===== config.mk =====
export PLATFORM = sky130hd
export DESIGN_NAME = lru_key_value_cache
export DESIGN_NICKNAME = d
export VERILOG_FILES = /design/src/design/lruc_pkg.sv /design/src/design/lruc_ctrl.sv /design/src/design/lruc_dp.sv /design/src/design/lru_key_value_cache.sv
export SDC_FILE = /design/constraint.sdc
export NUM_CORES = 1
export LEC_CHECK = 0
export CORE_MARGIN = 3
export CORE_UTILIZATION = 57
export CTS_BUF_LIST = sky130_fd_sc_hd__clkbuf_4
export DETAILED_ROUTE_END_ITERATION = 10
export DONT_BUFFER_PORTS = 1
export HOLD_SLACK_MARGIN = 0.06
export PLACE_DENSITY = 0.79
export RECOVER_POWER = 100
export SLEW_MARGIN = 0
export SYNTH_ARGS = -nofsm -noshare
export SYNTH_HDL_FRONTEND = slang
export SYNTH_HIERARCHICAL = 1
export SYNTH_SLANG_ARGS = --single-unit

===== constraint.sdc =====
create_clock -name i_clk -period 10.5 [get_ports i_clk]
set_input_delay 1.05 -clock i_clk [delete_from_list [all_inputs] [get_ports i_clk]]
set_output_delay 1.05 -clock i_clk [all_outputs]
set_load 0.05 [all_outputs]

===== src/design/lruc_pkg.sv =====
// Shared types and constants for the LRU key-value cache.
// Holds the controller/datapath command and status structs and the operation codes.
// No dependencies.
`timescale 1ns / 1ps

package lruc_pkg;

    localparam int CAP_W  = 5;
    localparam int WORD_W = 32;

    localparam logic [CAP_W-1:0]  CAPACITY_RESET = 5'd16;
    localparam logic [WORD_W-1:0] MISS_VALUE     = 32'hFFFF_FFFF;

    localparam logic OP_GET = 1'b0;
    localparam logic OP_SET = 1'b1;

    typedef struct packed {
        logic start;
        logic cnt_clr;
        logic rd;
        logic upd;
        logic decide;
        logic load_out;
    } t_cmd;

    typedef struct packed {
        logic last;
        logic need_upd;
    } t_sts;

endpackage


===== src/design/lruc_ctrl.sv =====
// Controller state machine for the LRU key-value cache.
// Sequences the scan, decision, rank update and result hand-off phases.
// Depends on lruc_pkg.
`timescale 1ns / 1ps

module lruc_ctrl (
    input  logic          i_clk,
    input  logic          i_rst_n,
    input  logic          i_in_valid,
    output logic          o_in_stall,
    output logic          o_out_valid,
    input  logic          i_out_stall,
    input  lruc_pkg::t_sts i_sts,
    output lruc_pkg::t_cmd o_cmd
);
    import lruc_pkg::*;

    typedef enum logic [2:0] {
        S_IDLE,
        S_SCAN,
        S_DRAIN,
        S_DECIDE,
        S_UPD,
        S_UPD_DRAIN,
        S_FINISH
    } t_state;

    t_state r_state;
    t_state n_state;
    logic   r_in_stall;
    logic   n_in_stall;
    logic   r_out_valid;
    logic   n_out_valid;

    always_comb begin
        o_cmd   = '0;
        n_state = r_state;
        case (r_state)
            S_IDLE: begin
                if (i_in_valid && !r_in_stall) begin
                    o_cmd.start   = 1'b1;
                    o_cmd.cnt_clr = 1'b1;
                    n_state       = S_SCAN;
                end
            end
            S_SCAN: begin
                o_cmd.rd = 1'b1;
                if (i_sts.last) begin
                    n_state = S_DRAIN;
                end
            end
            S_DRAIN: begin
                n_state = S_DECIDE;
            end
            S_DECIDE: begin
                o_cmd.decide  = 1'b1;
                o_cmd.cnt_clr = 1'b1;
                n_state       = i_sts.need_upd ? S_UPD : S_FINISH;
            end
            S_UPD: begin
                o_cmd.rd  = 1'b1;
                o_cmd.upd = 1'b1;
                if (i_sts.last) begin
                    n_state = S_UPD_DRAIN;
                end
            end
            S_UPD_DRAIN: begin
                n_state = S_FINISH;
            end
            S_FINISH: begin
                if (!r_out_valid || !i_out_stall) begin
                    o_cmd.load_out = 1'b1;
                    n_state        = S_IDLE;
                end
            end
            default: begin
                n_state = S_IDLE;
            end
        endcase
        n_in_stall = (n_state != S_IDLE);
        if (o_cmd.load_out) begin
            n_out_valid = 1'b1;
        end else if (r_out_valid && !i_out_stall) begin
            n_out_valid = 1'b0;
        end else begin
            n_out_valid = r_out_valid;
        end
    end

    always_ff @(posedge i_clk) begin
        if (!i_rst_n) begin
            r_state     <= S_IDLE;
            r_in_stall  <= 1'b0;
            r_out_valid <= 1'b0;
        end else begin
            r_state     <= n_state;
            r_in_stall  <= n_in_stall;
            r_out_valid <= n_out_valid;
        end
    end

    assign o_in_stall  = r_in_stall;
    assign o_out_valid = r_out_valid;

`ifndef SYNTHESIS
    a_accept_blocks_next: assert property (@(posedge i_clk) disable iff (!i_rst_n)
        (i_in_valid && !o_in_stall) |=> o_in_stall)
        else $error("Input not stalled after an accepted transaction.");

    a_finish_delivers: assert property (@(posedge i_clk) disable iff (!i_rst_n)
        (r_state == S_FINISH && (!r_out_valid || !i_out_stall)) |=> (o_out_valid && !o_in_stall))
        else $error("Finished transaction was not presented at the output.");

    a_taken_result_clears: assert property (@(posedge i_clk) disable iff (!i_rst_n)
        (o_out_valid && !i_out_stall && !o_cmd.load_out) |=> !o_out_valid)
        else $error("Output valid held after the result was taken.");
`endif

endmodule


===== src/design/lruc_dp.sv =====
// Datapath for the LRU key-value cache: key, data and rank memories, valid bits,
// scan accumulators, replacement decision and result registers.
// Depends on lruc_pkg.
`timescale 1ns / 1ps

module lruc_dp #(
    parameter int MAX_ENTRIES = 16
) (
    input  logic                          i_clk,
    input  logic                          i_rst_n,
    input  lruc_pkg::t_cmd                i_cmd,
    output lruc_pkg::t_sts                o_sts,
    input  logic                          i_cfg_we,
    input  logic [lruc_pkg::CAP_W-1:0]    i_cfg_data,
    input  logic                          i_op,
    input  logic signed [lruc_pkg::WORD_W-1:0] i_key,
    input  logic signed [lruc_pkg::WORD_W-1:0] i_value,
    output logic                          o_hit,
    output logic signed [lruc_pkg::WORD_W-1:0] o_read_value,
    output logic                          o_evicted,
    output logic signed [lruc_pkg::WORD_W-1:0] o_evicted_key
);
    import lruc_pkg::*;

    localparam int IW = (MAX_ENTRIES > 1) ? $clog2(MAX_ENTRIES) : 1;
    localparam int CW = $clog2(MAX_ENTRIES + 1);
    localparam int EW = (CW > CAP_W) ? CW : CAP_W;
    localparam logic [IW-1:0] LAST_IDX = IW'(MAX_ENTRIES - 1);
    localparam logic [EW-1:0] MAX_E    = EW'(MAX_ENTRIES);

    logic [WORD_W-1:0] m_key  [MAX_ENTRIES];
    logic [WORD_W-1:0] m_data [MAX_ENTRIES];
    logic [IW-1:0]     m_rank [MAX_ENTRIES];

    logic [CAP_W-1:0]       r_cap;
    logic [MAX_ENTRIES-1:0] r_valid;

    logic              r_op;
    logic [WORD_W-1:0] r_k;
    logic [WORD_W-1:0] r_v;
    logic [IW-1:0]     r_cnt;
    logic              r_pend;
    logic              r_pend_upd;
    logic [IW-1:0]     r_idx;
    logic [WORD_W-1:0] r_rd_key;
    logic [WORD_W-1:0] r_rd_data;
    logic [IW-1:0]     r_rd_rank;

    logic [CW-1:0]     r_count;
    logic              r_fnd_v;
    logic [IW-1:0]     r_fnd_i;
    logic [WORD_W-1:0] r_fnd_data;
    logic [IW-1:0]     r_fnd_rank;
    logic              r_free_v;
    logic [IW-1:0]     r_free_i;
    logic              r_vic_v;
    logic [IW-1:0]     r_vic_i;
    logic [WORD_W-1:0] r_vic_key;
    logic [IW-1:0]     r_worst;

    logic [IW-1:0]     r_tgt;
    logic [IW-1:0]     r_trank;
    logic              r_incall;

    logic              r_res_hit;
    logic [WORD_W-1:0] r_res_read;
    logic              r_res_ev;
    logic [WORD_W-1:0] r_res_ekey;

    logic              r_o_hit;
    logic [WORD_W-1:0] r_o_read;
    logic              r_o_ev;
    logic [WORD_W-1:0] r_o_ekey;

    logic [EW-1:0] cap_e;
    logic [EW-1:0] eff_cap;
    logic          room;
    logic          set_new;
    logic          set_evict;
    logic          need_upd;
    logic          kd_we;
    logic [IW-1:0] kd_addr;
    logic [IW-1:0] n_trank;
    logic          ev_pend;
    logic          rk_we;
    logic [IW-1:0] rk_new;

    always_comb begin
        cap_e = EW'(r_cap);
        if (cap_e == '0) begin
            eff_cap = EW'(1);
        end else if (cap_e > MAX_E) begin
            eff_cap = MAX_E;
        end else begin
            eff_cap = cap_e;
        end
        room      = (EW'(r_count) < eff_cap);
        set_new   = (r_op == OP_SET) && !r_fnd_v && room && r_free_v;
        set_evict = (r_op == OP_SET) && !r_fnd_v && !set_new && r_vic_v;
        need_upd  = r_fnd_v || set_new || set_evict;
        kd_we     = i_cmd.decide && (((r_op == OP_SET) && r_fnd_v) || set_new || set_evict);
        if (r_fnd_v) begin
            kd_addr = r_fnd_i;
            n_trank = r_fnd_rank;
        end else if (set_new) begin
            kd_addr = r_free_i;
            n_trank = '0;
        end else begin
            kd_addr = r_vic_i;
            n_trank = r_worst;
        end
        ev_pend = r_pend && !r_pend_upd;
        rk_we   = r_pend && r_pend_upd && (r_valid[r_idx] || (r_idx == r_tgt));
        if (r_idx == r_tgt) begin
            rk_new = '0;
        end else if (r_incall || (r_rd_rank < r_trank)) begin
            rk_new = r_rd_rank + IW'(1);
        end else begin
            rk_new = r_rd_rank;
        end
    end

    assign o_sts.last     = (r_cnt == LAST_IDX);
    assign o_sts.need_upd = need_upd;

    always_ff @(posedge i_clk) begin
        if (kd_we) begin
            m_key[kd_addr]  <= r_k;
            m_data[kd_addr] <= r_v;
        end
        if (rk_we) begin
            m_rank[r_idx] <= rk_new;
        end
        if (i_cmd.rd) begin
            r_rd_key  <= m_key[r_cnt];
            r_rd_data <= m_data[r_cnt];
            r_rd_rank <= m_rank[r_cnt];
        end
    end

    always_ff @(posedge i_clk) begin
        if (!i_rst_n) begin
            r_cap      <= CAPACITY_RESET;
            r_valid    <= '0;
            r_pend     <= 1'b0;
            r_pend_upd <= 1'b0;
        end else begin
            r_pend     <= i_cmd.rd;
            r_pend_upd <= i_cmd.upd;
            if (i_cfg_we) begin
                r_cap   <= i_cfg_data;
                r_valid <= '0;
            end else if (i_cmd.decide && set_new) begin
                r_valid[r_free_i] <= 1'b1;
            end
        end
    end

    always_ff @(posedge i_clk) begin
        r_idx <= r_cnt;
        if (i_cmd.cnt_clr) begin
            r_cnt <= '0;
        end else if (i_cmd.rd) begin
            r_cnt <= r_cnt + IW'(1);
        end
        if (i_cmd.start) begin
            r_op     <= i_op;
            r_k      <= i_key;
            r_v      <= i_value;
            r_count  <= '0;
            r_fnd_v  <= 1'b0;
            r_free_v <= 1'b0;
            r_vic_v  <= 1'b0;
        end else if (ev_pend) begin
            if (r_valid[r_idx]) begin
                r_count <= r_count + CW'(1);
                if (r_rd_key == r_k) begin
                    r_fnd_v    <= 1'b1;
                    r_fnd_i    <= r_idx;
                    r_fnd_data <= r_rd_data;
                    r_fnd_rank <= r_rd_rank;
                end
                if (!r_vic_v || (r_rd_rank > r_worst)) begin
                    r_vic_v   <= 1'b1;
                    r_vic_i   <= r_idx;
                    r_vic_key <= r_rd_key;
                    r_worst   <= r_rd_rank;
                end
            end else if (!r_free_v) begin
                r_free_v <= 1'b1;
                r_free_i <= r_idx;
            end
        end
        if (i_cmd.decide) begin
            r_tgt      <= kd_addr;
            r_trank    <= n_trank;
            r_incall   <= set_new;
            r_res_hit  <= r_fnd_v;
            r_res_ev   <= set_evict;
            r_res_ekey <= set_evict ? r_vic_key : '0;
            if (r_op == OP_GET) begin
                r_res_read <= r_fnd_v ? r_fnd_data : MISS_VALUE;
            end else begin
                r_res_read <= '0;
            end
        end
        if (i_cmd.load_out) begin
            r_o_hit  <= r_res_hit;
            r_o_read <= r_res_read;
            r_o_ev   <= r_res_ev;
            r_o_ekey <= r_res_ekey;
        end
    end

    assign o_hit         = r_o_hit;
    assign o_read_value  = r_o_read;
    assign o_evicted     = r_o_ev;
    assign o_evicted_key = r_o_ekey;

`ifndef SYNTHESIS
    a_occupancy_bound: assert property (@(posedge i_clk) disable iff (!i_rst_n)
        $countones(r_valid) <= int'(eff_cap))
        else $error("More valid entries than the effective capacity.");

    a_insert_adds_one: assert property (@(posedge i_clk) disable iff (!i_rst_n)
        (i_cmd.decide && set_new && !i_cfg_we) |=>
            ($countones(r_valid) == $past($countones(r_valid)) + 1))
        else $error("Insert into a free slot did not add exactly one entry.");

    a_hit_keeps_occupancy: assert property (@(posedge i_clk) disable iff (!i_rst_n)
        (i_cmd.decide && r_fnd_v && !i_cfg_we) |=> (r_valid == $past(r_valid)))
        else $error("A hit changed the set of valid entries.");
`endif

endmodule


===== src/design/lru_key_value_cache.sv =====
// Top level of the LRU key-value cache: joins the controller and the datapath.
// Depends on lruc_pkg, lruc_ctrl and lruc_dp.
//
//   Channel  Direction  Handshake                 Payload
//   in       input      i_in_valid / o_in_stall   i_op, i_key, i_value
//   out      output     o_out_valid / i_out_stall o_hit, o_read_value, o_evicted, o_evicted_key
//   cfg      input      i_cfg_we                  i_cfg_data (capacity)
//
// A transaction is scanned one entry per cycle through the key, data and rank memories,
// then, unless it is a get miss, ranks are rewritten in a second one-entry-per-cycle sweep.
// A new input transaction is accepted while the previous result waits at the output.
// Reset is synchronous, active low; it sets capacity to 16 and empties the store at once.
// A capacity write also empties the store in the same cycle.
`timescale 1ns / 1ps

module lru_key_value_cache #(
    parameter int MAX_ENTRIES = 16
) (
    input  logic                                i_clk,
    input  logic                                i_rst_n,
    input  logic                                i_in_valid,
    output logic                                o_in_stall,
    input  logic                                i_op,
    input  logic signed [lruc_pkg::WORD_W-1:0]  i_key,
    input  logic signed [lruc_pkg::WORD_W-1:0]  i_value,
    output logic                                o_out_valid,
    input  logic                                i_out_stall,
    output logic                                o_hit,
    output logic signed [lruc_pkg::WORD_W-1:0]  o_read_value,
    output logic                                o_evicted,
    output logic signed [lruc_pkg::WORD_W-1:0]  o_evicted_key,
    input  logic                                i_cfg_we,
    input  logic [lruc_pkg::CAP_W-1:0]          i_cfg_data
);
    import lruc_pkg::*;

    t_cmd cmd;
    t_sts sts;

    lruc_ctrl u_ctrl (
        .i_clk       (i_clk),
        .i_rst_n     (i_rst_n),
        .i_in_valid  (i_in_valid),
        .o_in_stall  (o_in_stall),
        .o_out_valid (o_out_valid),
        .i_out_stall (i_out_stall),
        .i_sts       (sts),
        .o_cmd       (cmd)
    );

    lruc_dp #(
        .MAX_ENTRIES (MAX_ENTRIES)
    ) u_dp (
        .i_clk         (i_clk),
        .i_rst_n       (i_rst_n),
        .i_cmd         (cmd),
        .o_sts         (sts),
        .i_cfg_we      (i_cfg_we),
        .i_cfg_data    (i_cfg_data),
        .i_op          (i_op),
        .i_key         (i_key),
        .i_value       (i_value),
        .o_hit         (o_hit),
        .o_read_value  (o_read_value),
        .o_evicted     (o_evicted),
        .o_evicted_key (o_evicted_key)
    );

endmodule


==> metrics.txt <==
hold slack=331 ps; Worst-Skew Late Latency=1190 ps; Avg Inst Size Synth=23.3 um^2; GPL Wtd Cong=0.784; post-route ant nets=0; final net count=2836; fin. max-slew vios=819; #FFs+latches synth=1490; first-pass GRT wire length=186 mm; # rows=113; area grow syn2layout=12.2%; vias in the first global route=28.1k; critical path's largest stage delay=2980 ps; outcome=complete, but fails checks; P_sw=0.00332 W; Post-synth ARST share=0%; Iter 0 DRT Violations=3746; fillers=5920; count leader, synth=edfxtp_1; fraction of layout cells with a size suffix above 1=31.1%; failing checks=capacitance limit, slew limit; Ports=143; syn nets=2453; FMAX=0.151 GHz; crit start category=register; crit end category=register; DRC Markers=0; switching power share of the total=24.7%; Pwr per Cell Area=217 nW/um^2; most frequently used flop master after synthesis=edfxtp_1; gr ovfl total=0; routed vias=26.7k; largest net degree at the start of global routing=118; Starting Density=57.7%; Num CTS Buffers=373; overall routed net length=125 mm; Worst path slowest cell=clkbuf_1; initial antenna violation count=9; Final TNS setup=0 ps; Longest Clk Path Bufs=4; clock skew=129 ps; Mapped Cells=2364; Max Cap Violations=25; DR pass1 iterations=6; slew margin rel.=-178%; H-tree Lvls=5; Flop pwr share=51.6%; crit-path cells=clkbuf_1 > buf_4 > mux4_2 > mux4_2; CP dominant cell by count=mux4_2; Synth area leader=edfxtp_1; worst vdd ir=190 uV; CP Class=reg -> reg; leakage power=19.5 nW; die height=317 um; synth unique cells=53; top post-synthesis cells by area=edfxtp_1, mux4_2, dfxtp_1; measured slew at the worst slew-check pin=4180 ps; Comb pwr share=13.6%; Worst Hold Class=reg -> reg; Synth Warn #=6; core footprint=95400 um^2; internal power=0.0101 W; Post-synth EDFFs=1446; hpwl dp=68.6 mm; CTS tree=yes; Via density=6.26; Critical Path RT=11320 ps; R2R setup slack=3860 ps; CTS Sinks=1490; PortBufs=0; Tmin final=6640 ps; CTS Root Cell=clkbuf_4; final setup fails=0; period utilization=63.2%; worst-path fanout max=72; CP arrival=7460 ps; Die Width=317 um; Cell Area, Synth=55100 um^2; Final Hold Viols=0; Clk pwr share=34.8%; register area share after synthesis=80.4%; Synth top area share=78.8%; Pwr Total=0.0134 W; RSZ-0062 raised after global routing=no; Synth top cells by count=edfxtp_1, mux4_2, nor2_1; Clock Pin Slew Worst Setup and Hold Paths=70 ps; overall routing resource usage=25.6%; wire per inst=29.3 um; Die Area=100000 um^2
## per-layer routing
metal | GRT usage, % | vias to the layer above | part of all wire, %
li1 | - | 10800 | -
met1 | 36.5 | 13800 | 37
met2 | 39.1 | 1883 | 48
met3 | 7.46 | 215 | 12
met4 | 8.28 | 8 | 2.0
met5 | 0 | - | 0.040
## worst paths after layout
kind / from / to / depth (start not counted)
max: u_dp/r_cnt[1] / u_dp/r_rd_key[27] / 4
min: u_dp/r_res_read[26] / u_dp/o_read_value[26] / 0
max reg2reg: u_dp/r_cnt[1] / u_dp/r_rd_key[27] / 4
min reg2reg: u_dp/r_res_read[26] / u_dp/o_read_value[26] / 0
## registers in the layout, summed over array words and instances (netlist names), 5 cells and up
register	cells
u_dp/m_data	512
u_dp/m_key	512
u_dp/m_rank	64
u_dp/o_evicted_key	32
u_dp/o_read_value	32
u_dp/r_fnd_data	32
u_dp/r_k	32
u_dp/r_rd_data	32
u_dp/r_rd_key	32
u_dp/r_res_ekey	32
u_dp/r_res_read	32
u_dp/r_v	32
u_dp/r_vic_key	32
u_dp/r_valid	16
u_dp/cap_e	5
u_dp/r_count	5
## what timing repair did
action / in CTS / in global routing
resized for setup: 0 / 0
hold buffers: 76 / 0
hold endpoints to repair: 76 / 0
setup buffers: 0 / 0
## kinds of logic (layout without fill, tap and decap cells)
kind of cell | after synthesis | count (layout) | share of synthesized area (%)
xor+xnor | 44 | 44 | 0.700
mux | 355 | 355 | 14.3
other cells | 0 | 4 | 0
fa+ha+maj | 14 | 14 | 0.318
simple gates | 216 | 216 | 2.04
buf+inv | 152 | 788 | 1.19
flops | 1490 | 1490 | 80.4
compound gates | 93 | 93 | 1.01
## through the flow
| step | instance area (um^2) | worst slack, ps | util, % | std cells |
|---|---|---|---|---|
| finish | 61800 | 3860 | 64.7 | 4269 |
| global placement | 56700 | 5930 | 59.4 | 3561 |
| floorplan | 55100 | 2540 | - | 2364 |
| detailed placement | 56700 | 5840 | 59.4 | 3561 |
| global route | 61800 | 3490 | 64.7 | 4267 |
| CTS | 62000 | 5810 | 64.9 | 4265 |
## final cells by class
cell class / instances / area, um^2 / share of cell area, %
sequential: 1490 / 44300 / 71.7
tap: 1265 / 1580 / 2.56
clock inverter: 103 / 578 / 0.936
timing repair buffer: 116 / 1020 / 1.65
multi-input combinational: 722 / 10200 / 16.5
antenna: 4 / 10.0 / 0.0162
clock buffer: 525 / 3940 / 6.38
inverter: 44 / 165 / 0.267
## power groups by stage
stage	clock, W	sequential (W)	combinational (W)
final	0.00468	0.00693	0.00182
after global routing	0.00510	0.00694	0.00192
after CTS	0.00478	0.00692	0.00179
after detailed placement	0	0.00705	0.00175
after global placement	0	0.00703	0.00170
after floorplan	0	0.00690	0.00138
## critical path, delay by kind of cell, from the launching register on
family	cells	cell delay, ps
buf+inv	2	4160
flops	1	1090
mux	2	980
## layout by cell type (no fill, tap or decap), drive strengths merged, types with 2 or more instances in the layout
cell	Yosys	layout
buf	46	26
inv	44	51
or3	4	4
nand2	32	32
a21oi	53	53
nor3b	6	6
a21boi	2	2
a211oi	2	2
dlygate4sd3	0	76
diode	0	4
and2	36	36
clkinv	0	88
clkbuf	62	539
clkinvlp	0	2
or2	5	5
a41oi	2	2
o31ai	4	4
o211ai	4	4
mux2i	9	9
a31oi	10	10
mux2	2	2
nand2b	8	8
nor4	3	3
nor3	5	5
bufinv	0	6
ha	14	14
nor2	71	71
a21o	2	2
a221o	3	3
xnor2	40	40
dfxtp	44	44
mux4	344	344
edfxtp	1446	1446
xor2	4	4
nand4	14	14
o21ai	8	8
nand3b	4	4
nor2b	15	15
and3	3	3
nand3	5	5
No activity file was read; power rests on OpenSTA's default activity.
